==> src/fov_pkg.sv <==
// Shared types, widths, register indexes and defaults for the lidar field-of-view filter.
// No dependencies; every other file of the block refers to this package by scoped names.
`timescale 1ns / 1ps
`default_nettype none

package fov_pkg;

   // Default image size and crop box limits (metres).
   localparam int DEF_IMAGE_WIDTH   = 1242;
   localparam int DEF_IMAGE_HEIGHT  = 375;
   localparam int DEF_MAX_FORWARD_M = 70;
   localparam int DEF_MAX_LATERAL_M = 40;

   // Field and arithmetic widths.
   localparam int PT_W   = 16;          // Q8.8 point coordinate
   localparam int COEF_W = 32;          // Q16.16 coefficient
   localparam int PROD_W = PT_W + COEF_W;   // exact Q24.24 product
   localparam int SUM_W  = PROD_W + 2;      // three products plus translation
   localparam int CSR_W  = 64;
   localparam int IDX_W  = 3;
   localparam int NUM_CSR = 6;          // 64-bit matrix registers

   // Configuration register indexes.
   localparam logic [IDX_W-1:0] REG_ROW0_AB      = 3'd0;
   localparam logic [IDX_W-1:0] REG_ROW0_CD      = 3'd1;
   localparam logic [IDX_W-1:0] REG_ROW1_AB      = 3'd2;
   localparam logic [IDX_W-1:0] REG_ROW1_CD      = 3'd3;
   localparam logic [IDX_W-1:0] REG_ROW2_AB      = 3'd4;
   localparam logic [IDX_W-1:0] REG_ROW2_CD      = 3'd5;
   localparam logic [IDX_W-1:0] REG_DEPTH_OFFSET = 3'd6;

   typedef logic signed [COEF_W-1:0] coef_type;
   typedef coef_type [3:0]           row_type;
   typedef row_type [2:0]            matrix_type;

   typedef logic signed [PROD_W-1:0] prod_type;
   typedef prod_type [2:0]           prod_row_type;
   typedef prod_row_type [2:0]       prod_mat_type;

   typedef logic signed [SUM_W-1:0]  sum_type;
   typedef sum_type [2:0]            sum_vec_type;

   typedef struct packed {
      logic signed [PT_W-1:0] x;
      logic signed [PT_W-1:0] y;
      logic signed [PT_W-1:0] z;
      logic [PT_W-1:0]        intensity;
   } point_type;

   typedef struct packed {
      logic      in_view;
      point_type point;
   } result_type;

   // Sign extension of a product to the row sum width.
   function automatic sum_type prod_to_sum(input prod_type p);
      return {{(SUM_W - PROD_W){p[PROD_W-1]}}, p};
   endfunction

   // Translation coefficient scaled by 256 into Q24.24, extended to the row sum width.
   function automatic sum_type trans_to_sum(input coef_type c);
      return {{(SUM_W - COEF_W - 8){c[COEF_W-1]}}, c, 8'b0};
   endfunction

endpackage

`default_nettype wire

==> src/fov_row_sum.sv <==
// Second pipeline stage: adds the products and the scaled translation of each row into u, v, w.
// Depends on fov_pkg.
`timescale 1ns / 1ps
`default_nettype none

module fov_row_sum (
   input  wire logic                   clock,
   input  wire logic                   reset,
   input  wire logic                   en,
   input  wire logic                   in_valid,
   input  wire fov_pkg::point_type     in_point,
   input  wire logic                   in_crop,
   input  wire fov_pkg::prod_mat_type  in_prod,
   input  wire fov_pkg::matrix_type    matrix,
   output logic                        out_valid,
   output fov_pkg::point_type          out_point,
   output logic                        out_crop,
   output fov_pkg::sum_vec_type        out_sum
);

   fov_pkg::sum_vec_type sum_in;

   logic                 valid_ff;
   fov_pkg::point_type   point_ff;
   logic                 crop_ff;
   fov_pkg::sum_vec_type sum_ff;

   // Exact Q24.24 row sums; the width leaves room so nothing wraps.
   always_comb begin
      for (int r = 0; r < 3; r++) begin
         sum_in[r] = fov_pkg::prod_to_sum(in_prod[r][0]) +
                     fov_pkg::prod_to_sum(in_prod[r][1]) +
                     fov_pkg::prod_to_sum(in_prod[r][2]) +
                     fov_pkg::trans_to_sum(matrix[r][3]);
      end
   end

   always_ff @(posedge clock) begin
      if (reset) begin
         valid_ff <= 1'b0;
      end else if (en) begin
         valid_ff <= in_valid;
      end
   end

   always_ff @(posedge clock) begin
      if (en && in_valid) begin
         point_ff <= in_point;
         crop_ff  <= in_crop;
         sum_ff   <= sum_in;
      end
   end

   assign out_valid = valid_ff;
   assign out_point = point_ff;
   assign out_crop  = crop_ff;
   assign out_sum   = sum_ff;

endmodule

`default_nettype wire

==> config.mk <==
export PLATFORM = sky130hd
export DESIGN_NAME = fov_row_sum
export DESIGN_NICKNAME = d
export VERILOG_FILES = /design/src/fov_pkg.sv /design/src/fov_row_sum.sv
export SDC_FILE = /design/constraint.sdc
export NUM_CORES = 1
export LEC_CHECK = 0
export BUFFER_PORTS_ARGS = -buffer_cell sky130_fd_sc_hd__buf_2
export CORE_AREA = 2 2 434 436
export CTS_CLUSTER_DIAMETER = 80
export DETAILED_ROUTE_END_ITERATION = 6
export DIE_AREA = 0 0 436 438
export PLACE_DENSITY = 0.38
export SLEW_MARGIN = 20
export SYNTH_ARGS = -nofsm -noshare
export SYNTH_HDL_FRONTEND = slang
export SYNTH_SLANG_ARGS = --single-unit
==> constraint.sdc <==
create_clock -name clock -period 8.21 [get_ports clock]
set_input_delay 0.4105 -clock clock [delete_from_list [all_inputs] [get_ports clock]]
set_output_delay 0.4105 -clock clock [all_outputs]
set_load 0.03 [all_outputs]
==> qor.yml <==
power_and_ir_drop:
  clkPwrFrac: 0.217
  power.density_mw_per_mm2: 259
  p_comb_frac: 0.575
  leakage_nw: 16.0
  p_int_mw: 4.41
  seqPwrFrac: 0.208
  power.net_switching_mw: 3.84
  p_total_mw: 8.25
  vdd_drop_max_v: 0.000148
  switching_share: 0.466
layout:
  num-fill-cells: 21300
  nets: 4566
  area_growth_pct: 40.0
  final_cell_mix: "buf_2 (812), inv_1 (795), fa_1 (270)"
  layout_commonest_cell: "buf_2"
  drive_above_1_share: 0.283
logic_synthesis:
  synth_warnings: 0
  postSynthAreaPerCell_um2: 9.64
  postSynth.asyncResetShare: 0
  synth.top_cells.by_area: "edfxtp_1 (28%), fa_1 (24%), inv_1 (13%)"
  synth.distinct_cells: 80
  ys_ff_latch: 216
  postSynthCellCount: 2365
  synth_top_area_frac: 0.283
  yosysSeqAreaShare: 0.284
  synth_edf_count: 215
  synthesis.nets: 3682
  syn-cell-area_mm2: 0.0228
  synth_ff_type: "edfxtp_1"
  yosysTopAreaCell: "edfxtp_1"
worst_setup_path:
  worst_ep_arrival_time_ns: 5.20
  cp_max_fo: 4
  slowest_stage: "fa_1"
  crit_path_end_kind: "register"
  crit_start: "in_prod[146]"
  timing.rr.end: "out_valid$_SDFFE_PP0P_"
  reg2regPathDepth: 2
  reg2reg_from: "out_valid$_SDFFE_PP0P_"
  crit_path_max_incr_delay_ns: 0.54
  reg2reg_slack_ns: 7.63
  crit_required_ns: 8.56
  crit_chain: "buf_2, inv_1, fa_1, inv_1, ha_1, ha_1, fa_1, a21o_1, a221oi_2, o2bb2ai_1, o22ai_2, o21ai_0, a21oi_1, o21ai_0, a21oi_1, o211ai_1, xor2_1"
  cp-start-kind: "input pin"
  criticalPathCategory: "in2reg"
route:
  drc: 0
  postRouteWirelength_mm: 110
  dr_total_vias: 19500
  ant_nets: 0
  detail_route.iter0.violations: 1020
  wl_per_cell_um: 19.0
  viasPerCell: 3.37
  drt-pass1-iter-count: 6
global_routing:
  grt_pass1_wl_mm: 151
  overflow: 0
  grt_max_degree: 93
  grt_pass1_vias: 20500
  grt_usage: 0.112
  antenna_found_initial: 36
sta:
  tightest_slew_ns: 0.998
  fin_ws_ns: 3.37
  fin_crit_ns: 4.84
  max_freq_mhz: 206
  fin_setup_tns_ns: 0
  slew_headroom: 0.328
  maxSlewViolCount: 0
  rsz0062_at_grt: "false"
  fin_skew_ns: 0
  finalHoldViolations: 0
  fin_crit_sh: 0.590
  setup_viol: 0
run_status:
  outcome: "finished, final reports clean"
floorplanning:
  die_w_um: 436
  dieArea_mm2: 0.191
  rows: 159
  core_area_mm2: 0.187
  initial_utilization: 0.122
  die_y_um: 438
  io_pins: 1101
clock_network:
  cts_tree: "yes"
  post_cts_buffers: 0
  htreeDepth: 2
  clock_path_buffers: 3
  clock_latency_ns: 0.63
  path_clk_slew_ns: 0.06
  cts_sinks: 216
  root_buffer: "clkbuf_16"
  cts_buffers: 39
placed_design:
  dp_slack_ns: 2.58
  globalplace.congestion: 0.840
  port_buffers: 812
  dp_hpwl_mm: 98.7
min_path:
  min_path_cells: 4
  worstHoldEndpoint: "out_valid$_SDFFE_PP0P_"
  min-delay-start: "en"
  hold_path.class: "in2reg"
job:
  drv_cap: 0
==> power by group through the flow <==
stage                     sequential, mW  clock, mW  combinational [mW]
after global placement              1.74          0                4.80
after floorplan                     2.20          0                2.59
final                               1.72       1.79                4.75
after CTS                           1.73       1.88                4.86
after global routing                1.74       1.92                5.26
after detailed placement            1.74          0                4.79
==> kinds of logic (layout without fill, tap and decap cells) <==
family,count (synthesis),count (layout),share of synthesized area
buf+inv,833,1748,0.138
compound gates,436,436,0.130
fa+ha+maj,432,432,0.326
simple gates,310,310,0.0691
flops,216,216,0.284
xor+xnor,137,137,0.0526
mux,1,1,0.000439
other cells,0,8,0
==> synth_stat cells (4+ instances only) <==
cell type / n
a211oi_1: 6
a21boi_0: 4
a21o_1: 89
a21oi_1: 144
a31oi_1: 16
a41oi_1: 5
and2_1: 13
and3_1: 17
and4_1: 7
clkbuf_1: 32
edfxtp_1: 215
fa_1: 270
ha_1: 162
inv_1: 795
nand2_1: 88
nand2b_1: 11
nand3_1: 29
nand4_1: 33
nor2_1: 54
nor2b_1: 16
nor3_1: 15
nor4_1: 4
o211ai_1: 11
o21a_1: 14
o21ai_0: 66
o21bai_1: 14
o31ai_1: 6
o41ai_2: 4
or2_2: 6
or3_1: 4
xnor2_1: 92
xor2_1: 45
==> critical path: cells and delay by family <==
family	cells	cell delay (ns)
fa+ha+maj	4	1.55
buf+inv	3	0.16
compound gates	9	2.89
xor+xnor	1	0.17
==> worst max-delay path by stage <==
| stage | endpoint |
|---|---|
| after floorplan | out_crop$_DFFE_PP_ |
| after global placement | out_sum[98]$_DFFE_PP_ |
| after detailed placement | out_sum[98]$_DFFE_PP_ |
| after CTS | out_sum[98]$_DFFE_PP_ |
| after global routing | out_sum[98]$_DFFE_PP_ |
| final | out_sum[98]$_DFFE_PP_ |
==> registers in the layout, indices dropped and copies added, names as in the netlist <==
name / flops
out_crop: 1
out_point: 64
out_sum: 150
out_valid: 1
==> stage by stage <==
| stage | hold slack [ns] | cells | cell area, µm² | util |
|---|---|---|---|---|
| after floorplan | 0.483 | 2365 | 22800 | - |
| after global placement | 0.473 | 5637 | 29900 | 0.160 |
| after detailed placement | 0.490 | 5637 | 29900 | 0.160 |
| after CTS | 0.0401 | 5775 | 31900 | 0.171 |
| after global routing | 0.0916 | 5781 | 31900 | 0.171 |
| final | 0.112 | 5783 | 31900 | 0.171 |
==> routing by layer <==
metal / GRT usage / part of all wire / wire length (µm)
met1: 0.133 / 0.41 / 44500
met2: 0.193 / 0.49 / 53800
met3: 0.0388 / 0.085 / 9360
met4: 0.0246 / 0.019 / 2100
met5: 0 / 0.00040 / 44
==> area by class of cell <==
class / instances / area (µm²) / share of cell area
Antenna cell: 8 / 20.0 / 0.000628
Clock buffer: 44 / 995 / 0.0312
Clock inverter: 28 / 372 / 0.0116
Inverter: 795 / 2980 / 0.0935
Multi-Input combinational cell: 1316 / 13200 / 0.413
Sequential cell: 216 / 6480 / 0.203
Tap cell: 2495 / 3120 / 0.0979
Timing Repair Buffer: 881 / 4760 / 0.149
==> timing repair <==
item                                   in CTS  in global routing
endpoints found under the hold margin      66                  0
hold buffers                               66                  0
gates resized for setup                     0                  0
No activity file was read; power rests on OpenSTA's default activity.
