--- config.mk ---
export PLATFORM = sky130hd
export DESIGN_NAME = fov_view_check
export DESIGN_NICKNAME = d
export VERILOG_FILES = /design/src/fov_pkg.sv /design/src/fov_view_check.sv
export SDC_FILE = /design/constraint.sdc
export NUM_CORES = 2
export LEC_CHECK = 0
export ABC_AREA = 0
export BUFFER_PORTS_ARGS = -buffer_cell sky130_fd_sc_hd__buf_2
export CORE_ASPECT_RATIO = 1.75
export CORE_MARGIN = 8
export CORE_UTILIZATION = 67
export DETAILED_ROUTE_END_ITERATION = 12
export PLACE_DENSITY = 0.88
export SYNTH_ARGS = -nofsm -noshare
export SYNTH_HDL_FRONTEND = slang
export SYNTH_SLANG_ARGS = --single-unit
--- constraint.sdc ---
create_clock -name clock -period 16.7 [get_ports clock]
set_input_delay 2.505 -clock clock [delete_from_list [all_inputs] [get_ports clock]]
set_output_delay 2.505 -clock clock [all_outputs]
set_load 0.01 [all_outputs]
--- src/fov_pkg.sv ---
// Shared types, widths, register indexes and defaults for the lidar field-of-view filter.
// No dependencies; every other file of the block refers to this package by scoped names.
`timescale 1ns / 1ps
`default_nettype none

package fov_pkg;

   // Default image size and crop box limits (metres).
   localparam int DEF_IMAGE_WIDTH   = 1242;
   localparam int DEF_IMAGE_HEIGHT  = 375;
   localparam int DEF_MAX_FORWARD_M = 70;
   localparam int DEF_MAX_LATERAL_M = 40;

   // Field and arithmetic widths.
   localparam int PT_W   = 16;          // Q8.8 point coordinate
   localparam int COEF_W = 32;          // Q16.16 coefficient
   localparam int PROD_W = PT_W + COEF_W;   // exact Q24.24 product
   localparam int SUM_W  = PROD_W + 2;      // three products plus translation
   localparam int CSR_W  = 64;
   localparam int IDX_W  = 3;
   localparam int NUM_CSR = 6;          // 64-bit matrix registers

   // Configuration register indexes.
   localparam logic [IDX_W-1:0] REG_ROW0_AB      = 3'd0;
   localparam logic [IDX_W-1:0] REG_ROW0_CD      = 3'd1;
   localparam logic [IDX_W-1:0] REG_ROW1_AB      = 3'd2;
   localparam logic [IDX_W-1:0] REG_ROW1_CD      = 3'd3;
   localparam logic [IDX_W-1:0] REG_ROW2_AB      = 3'd4;
   localparam logic [IDX_W-1:0] REG_ROW2_CD      = 3'd5;
   localparam logic [IDX_W-1:0] REG_DEPTH_OFFSET = 3'd6;

   typedef logic signed [COEF_W-1:0] coef_type;
   typedef coef_type [3:0]           row_type;
   typedef row_type [2:0]            matrix_type;

   typedef logic signed [PROD_W-1:0] prod_type;
   typedef prod_type [2:0]           prod_row_type;
   typedef prod_row_type [2:0]       prod_mat_type;

   typedef logic signed [SUM_W-1:0]  sum_type;
   typedef sum_type [2:0]            sum_vec_type;

   typedef struct packed {
      logic signed [PT_W-1:0] x;
      logic signed [PT_W-1:0] y;
      logic signed [PT_W-1:0] z;
      logic [PT_W-1:0]        intensity;
   } point_type;

   typedef struct packed {
      logic      in_view;
      point_type point;
   } result_type;

   // Sign extension of a product to the row sum width.
   function automatic sum_type prod_to_sum(input prod_type p);
      return {{(SUM_W - PROD_W){p[PROD_W-1]}}, p};
   endfunction

   // Translation coefficient scaled by 256 into Q24.24, extended to the row sum width.
   function automatic sum_type trans_to_sum(input coef_type c);
      return {{(SUM_W - COEF_W - 8){c[COEF_W-1]}}, c, 8'b0};
   endfunction

endpackage

`default_nettype wire

--- src/fov_view_check.sv ---
// Third and fourth pipeline stages: image bounds scaled by w, sign and depth tests,
// then the final compares into the output register. Depends on fov_pkg.
`timescale 1ns / 1ps
`default_nettype none

module fov_view_check #(
   parameter int IMAGE_WIDTH  = fov_pkg::DEF_IMAGE_WIDTH,
   parameter int IMAGE_HEIGHT = fov_pkg::DEF_IMAGE_HEIGHT
) (
   input  wire logic                        clock,
   input  wire logic                        reset,
   input  wire logic                        en_scale,
   input  wire logic                        en_out,
   input  wire logic                        in_valid,
   input  wire fov_pkg::point_type          in_point,
   input  wire logic                        in_crop,
   input  wire fov_pkg::sum_vec_type        in_sum,
   input  wire fov_pkg::coef_type           depth_offset,
   output logic                             mid_valid,
   output logic                             out_valid,
   output fov_pkg::result_type              out_result
);

   localparam int DIM_MAX = (IMAGE_WIDTH > IMAGE_HEIGHT) ? IMAGE_WIDTH : IMAGE_HEIGHT;
   localparam int DIM_W   = $clog2(DIM_MAX + 1) + 1;
   localparam int LIM_W   = fov_pkg::SUM_W + DIM_W;
   localparam int DEP_W   = fov_pkg::SUM_W + 1;
   localparam logic signed [DIM_W-1:0] WIDTH_S  = DIM_W'(IMAGE_WIDTH);
   localparam logic signed [DIM_W-1:0] HEIGHT_S = DIM_W'(IMAGE_HEIGHT);

   fov_pkg::sum_type         u;
   fov_pkg::sum_type         v;
   fov_pkg::sum_type         w;
   logic signed [LIM_W-1:0]  w_ext;
   logic signed [LIM_W-1:0]  u_lim_in;
   logic signed [LIM_W-1:0]  v_lim_in;
   logic signed [DEP_W-1:0]  depth;
   logic                     pre_ok_in;
   logic signed [LIM_W-1:0]  u_ext;
   logic signed [LIM_W-1:0]  v_ext;
   logic                     view_in;

   logic                     mid_valid_ff;
   fov_pkg::point_type       mid_point_ff;
   logic                     pre_ok_ff;
   fov_pkg::sum_type         u_ff;
   fov_pkg::sum_type         v_ff;
   logic signed [LIM_W-1:0]  u_lim_ff;
   logic signed [LIM_W-1:0]  v_lim_ff;

   logic                     out_valid_ff;
   fov_pkg::result_type      result_ff;

   assign u = in_sum[0];
   assign v = in_sum[1];
   assign w = in_sum[2];

   // Pixel bounds without a divide: width * w and height * w by constant multipliers.
   assign w_ext    = {{DIM_W{w[fov_pkg::SUM_W-1]}}, w};
   assign u_lim_in = w_ext * WIDTH_S;
   assign v_lim_in = w_ext * HEIGHT_S;

   // Depth is w less the offset scaled into Q24.24.
   assign depth = {w[fov_pkg::SUM_W-1], w} -
                  DEP_W'(fov_pkg::trans_to_sum(depth_offset));

   // Everything but the two bound compares is settled in this stage.
   assign pre_ok_in = in_crop && !w[fov_pkg::SUM_W-1] && (w != '0) &&
                      !u[fov_pkg::SUM_W-1] && !v[fov_pkg::SUM_W-1] &&
                      !depth[DEP_W-1];

   always_ff @(posedge clock) begin
      if (reset) begin
         mid_valid_ff <= 1'b0;
      end else if (en_scale) begin
         mid_valid_ff <= in_valid;
      end
   end

   always_ff @(posedge clock) begin
      if (en_scale && in_valid) begin
         mid_point_ff <= in_point;
         pre_ok_ff    <= pre_ok_in;
         u_ff         <= u;
         v_ff         <= v;
         u_lim_ff     <= u_lim_in;
         v_lim_ff     <= v_lim_in;
      end
   end

   // Final compares of u and v against the scaled image size.
   assign u_ext   = {{DIM_W{u_ff[fov_pkg::SUM_W-1]}}, u_ff};
   assign v_ext   = {{DIM_W{v_ff[fov_pkg::SUM_W-1]}}, v_ff};
   assign view_in = pre_ok_ff && (u_ext < u_lim_ff) && (v_ext < v_lim_ff);

   always_ff @(posedge clock) begin
      if (reset) begin
         out_valid_ff <= 1'b0;
      end else if (en_out) begin
         out_valid_ff <= mid_valid_ff;
      end
   end

   always_ff @(posedge clock) begin
      if (en_out && mid_valid_ff) begin
         result_ff.in_view <= view_in;
         result_ff.point   <= mid_point_ff;
      end
   end

   assign mid_valid  = mid_valid_ff;
   assign out_valid  = out_valid_ff;
   assign out_result = result_ff;

endmodule

`default_nettype wire

==> impl_results.rst <==
.. list-table::
   :header-rows: 1

   * - Metric
     - Value
   * - Synth-to-Final Area Change
     - 9.54%
   * - Global-route wire length before repair
     - 142000 µm
   * - CTS clock-pin slew for the worst setup and hold paths
     - 0.08 ns
   * - Pin count of the biggest net entering global routing
     - 165
   * - Layout cells sized above 1
     - 10.8%
   * - Final antenna-violating net count
     - 0
   * - Horizontal die dimension
     - 190 µm
   * - Footprint of the flip-flops and latches
     - 10500 µm²
   * - Chip Height
     - 320 µm
   * - Worst-case headroom to the max-slew limit
     - 28.1%
   * - Io pins
     - 319
   * - Cell count after synthesis
     - 3202
   * - Final cell count without fillers
     - 4222
   * - TritonRoute pass-1 iters
     - 6
   * - Multi-input combinational cell area
     - 21800 µm²
   * - #FFs+latches synth
     - 351
   * - Fmax
     - 0.124 GHz
   * - Number of enable flip-flop cells after synthesis
     - 349
   * - Beginning of the worst hold path
     - mid_point_ff[9]$_DFFE_PP_
   * - Fill cell count
     - 3378
   * - RSZ-0062 raised after global routing
     - no
   * - Aggregate global routing overflow
     - 0
   * - Depth of the worst register-to-register path
     - 10
   * - Htree depth
     - 1
   * - Synthesized area divided by synthesized cell count
     - 11.1 µm²
   * - Hold bufs inserted after CTS
     - 0
   * - R2r startpoint
     - u_ff[49]$_DFFE_PP_
   * - Maximum buffer depth of the clock tree
     - 3
   * - Asr flop ratio synth
     - 0%
   * - Most numerous cell in the Yosys netlist
     - sky130_fd_sc_hd__inv_1
   * - Worst R2R Setup Slack
     - 13.16 ns
   * - Ranking of synthesized cells by area
     - sky130_fd_sc_hd__edfxtp_1 (30%), sky130_fd_sc_hd__fa_1 (25%), sky130_fd_sc_hd__ha_1 (18%)
   * - Routed WL per cell
     - 21.5 µm
   * - Core Rows
     - 111
   * - Status
     - finished, final reports clean
   * - Netlist cell types
     - 70
   * - Sequential fraction of the synthesis area
     - 29.7%
   * - Maximum capacitance violations
     - 0
   * - Clock tree from TritonCTS
     - yes
   * - Max Transition Viols Final
     - 0
   * - Worst hold path endpoint
     - out_result[9]$_DFFE_PP_
   * - Insertion delay to the later sink of the worst-skew pair
     - 0.62 ns
   * - Initial core utilization
     - 67.6%
   * - Final wirelength
     - 90600 µm
   * - Number of design-rule violations left by the first detailed-router iteration
     - 1560
   * - Data required, critical path
     - 17.03 ns
   * - DRC violation count after routing
     - 0
   * - Die outline area
     - 60800 µm²
   * - Share of the clock period used by the worst path
     - 48.3%
   * - Critical path launch point type
     - input pin
   * - Number of clock buffers inserted by TritonCTS
     - 31
   * - Final hold vios
     - 0
   * - Highest fanout seen on the critical path
     - 10
   * - Final Critical Period
     - 8.07 ns
   * - Worst hold path type
     - register to register
   * - Combined area of all synthesized cells
     - 35400 µm²
   * - Standard cell core area
     - 52400 µm²
   * - Quantity of I/O buffers inserted on ports
     - 317
   * - Number of vias per cell after detailed routing
     - 6.00
   * - Crit. End Element
     - register
   * - Total Routing Usage GR
     - 30.1%
   * - Placer's final routability congestion estimate
     - 0.969
   * - Hold path depth
     - 0
   * - Number of antenna violations at the first check in global routing
     - 7
   * - Clock skew
     - 0.0274 ns
   * - Primary flip-flop cell chosen by synthesis mapping
     - sky130_fd_sc_hd__edfxtp_1
   * - Critical path class
     - input pin to register
   * - Count of nets after finishing
     - 4732
   * - Resized Gates After CTS
     - 0
   * - Number of vias after detailed routing
     - 25300
   * - Number of setup violations in the final report
     - 0
   * - Core Util, Final
     - 74.1%
   * - Sum Neg Setup Slack
     - 0 ns
   * - Post-CTS setup buffer count
     - 0
   * - HPWL after DPL
     - 75100 µm
   * - Synth Net Count
     - 4418
   * - Reg-to-Reg End
     - out_result[64]$_DFFE_PP_
   * - Area share of the largest cell type after synthesis
     - 29.6%
   * - Placed instance count
     - 4161
   * - Number of global-route vias before repair
     - 28600
   * - Leading area contributor after synthesis
     - sky130_fd_sc_hd__edfxtp_1
   * - Synth cell count leaders
     - sky130_fd_sc_hd__inv_1 (782), sky130_fd_sc_hd__ha_1 (523), sky130_fd_sc_hd__fa_1 (441), sky130_fd_sc_hd__edfxtp_1 (349), sky130_fd_sc_hd__a21oi_1 (188)
   * - Transition time at the pin with the least slew margin
     - 1.08 ns
   * - Clock root cell
     - sky130_fd_sc_hd__clkbuf_16
   * - Synth warn
     - 0
   * - Sinks on the clock net
     - 351
   * - Arrival @ worst endpoint
     - 8.40 ns
[per-layer routing]
metal	global-route usage, %	wire length, µm	vias up
met2	57.4	49600	1177
met1	28.1	28000	12400
li1	-	-	11300
met5	0	55	-
met4	21.6	7160	8
met3	5.10	5810	493
[registers in the layout (all words and copies together), names as in the netlist]
register / count
u_ff: 49
out_valid: 1
v_lim_ff: 60
v_ff: 50
mid_valid: 1
pre_ok_ff: 1
mid_point_ff: 64
out_result: 65
u_lim_ff: 60
[worst max-delay path, cell delays in order]
cell	delay, ns
sky130_fd_sc_hd__buf_2	0.31
sky130_fd_sc_hd__inv_1	0.18
sky130_fd_sc_hd__ha_1	0.44
sky130_fd_sc_hd__inv_1	0.11
sky130_fd_sc_hd__fa_1	0.55
sky130_fd_sc_hd__inv_1	0.05
sky130_fd_sc_hd__fa_1	0.48
sky130_fd_sc_hd__fa_1	0.56
sky130_fd_sc_hd__inv_1	0.06
sky130_fd_sc_hd__fa_1	0.51
sky130_fd_sc_hd__inv_1	0.04
sky130_fd_sc_hd__ha_1	0.38
sky130_fd_sc_hd__a21oi_1	0.36
sky130_fd_sc_hd__o211ai_1	0.19
sky130_fd_sc_hd__a211oi_1	0.28
sky130_fd_sc_hd__a21oi_1	0.16
sky130_fd_sc_hd__a21oi_1	0.29
sky130_fd_sc_hd__a21oi_1	0.17
sky130_fd_sc_hd__a21oi_1	0.35
sky130_fd_sc_hd__o21ai_0	0.19
sky130_fd_sc_hd__xor2_1	0.19
[layout make-up]
type	count	share of cell area, %
Multi-Input combinational cell	2029	56.2
Inverter	782	7.57
Clock buffer	37	2.11
Timing Repair Buffer	321	4.20
Antenna cell	4	0.0258
Clock inverter	20	0.571
Tap cell	678	2.19
Sequential cell	351	27.1
[stage by stage]
| stage | cell area [µm²] | hold WS [ns] | setup slack, ns |
|---|---|---|---|
| after floorplan | 35400 | 0.400 | 7.09 |
| after global placement | 37700 | 0.400 | 8.21 |
| after detailed placement | 37700 | 0.405 | 8.11 |
| after CTS | 38800 | 0.399 | 8.72 |
| after global routing | 38800 | 0.419 | 8.35 |
| final | 38800 | 0.398 | 8.63 |
[cell usage in the layout, fill, tap and decap left out, types with 6 or more instances in the layout]
cell,Yosys,final
sky130_fd_sc_hd__edfxtp_1,349,349
sky130_fd_sc_hd__o21a_1,16,16
sky130_fd_sc_hd__o211ai_1,11,11
sky130_fd_sc_hd__nor2_1,93,93
sky130_fd_sc_hd__xnor2_1,73,73
sky130_fd_sc_hd__nor2b_1,16,16
sky130_fd_sc_hd__nand2b_1,17,17
sky130_fd_sc_hd__ha_1,523,523
sky130_fd_sc_hd__and2_1,10,8
sky130_fd_sc_hd__a21oi_1,188,188
sky130_fd_sc_hd__inv_1,782,782
sky130_fd_sc_hd__nand2_1,105,105
sky130_fd_sc_hd__o31ai_1,6,6
sky130_fd_sc_hd__and3_1,17,17
sky130_fd_sc_hd__fa_1,441,441
sky130_fd_sc_hd__nor3_1,23,23
sky130_fd_sc_hd__a21o_1,102,102
sky130_fd_sc_hd__clkbuf_16,0,31
sky130_fd_sc_hd__o21bai_1,31,31
sky130_fd_sc_hd__a31oi_1,15,15
sky130_fd_sc_hd__nand4_1,59,59
sky130_fd_sc_hd__o21ai_0,81,81
sky130_fd_sc_hd__nand3_1,34,34
sky130_fd_sc_hd__buf_2,1,317
sky130_fd_sc_hd__o21ai_1,19,19
sky130_fd_sc_hd__nor4_1,14,14
sky130_fd_sc_hd__a211oi_1,21,21
sky130_fd_sc_hd__or3_1,7,7
sky130_fd_sc_hd__xor2_1,34,34
[logic make-up (layout without fill, tap and decap cells)]
group,count (synthesis),after routing,share of synthesized area [%]
XOR/XNOR,107,107,2.65
flip-flops,351,351,29.7
adder cells (fa/ha/maj),964,964,43.4
buffers and inverters,822,1160,8.72
AND/OR/NAND/NOR,413,413,5.77
other,0,4,0
AO/OA/AOI/OAI,545,545,9.75
[how the worst max path moves through the flow]
stage                           start                        end  slack, ns
final                     in_sum[110]     v_lim_ff[55]$_DFFE_PP_       8.63
after detailed placement  in_sum[114]     v_lim_ff[57]$_DFFE_PP_       8.11
after CTS                 in_sum[110]     v_lim_ff[55]$_DFFE_PP_       8.72
after global routing      in_sum[110]     v_lim_ff[55]$_DFFE_PP_       8.35
after global placement    in_sum[114]     v_lim_ff[57]$_DFFE_PP_       8.21
after floorplan              in_valid  mid_point_ff[0]$_DFFE_PP_       7.09
Power is not shown: default switching activity piles up to over one toggle a cycle in this logic, so the estimate is an artifact.
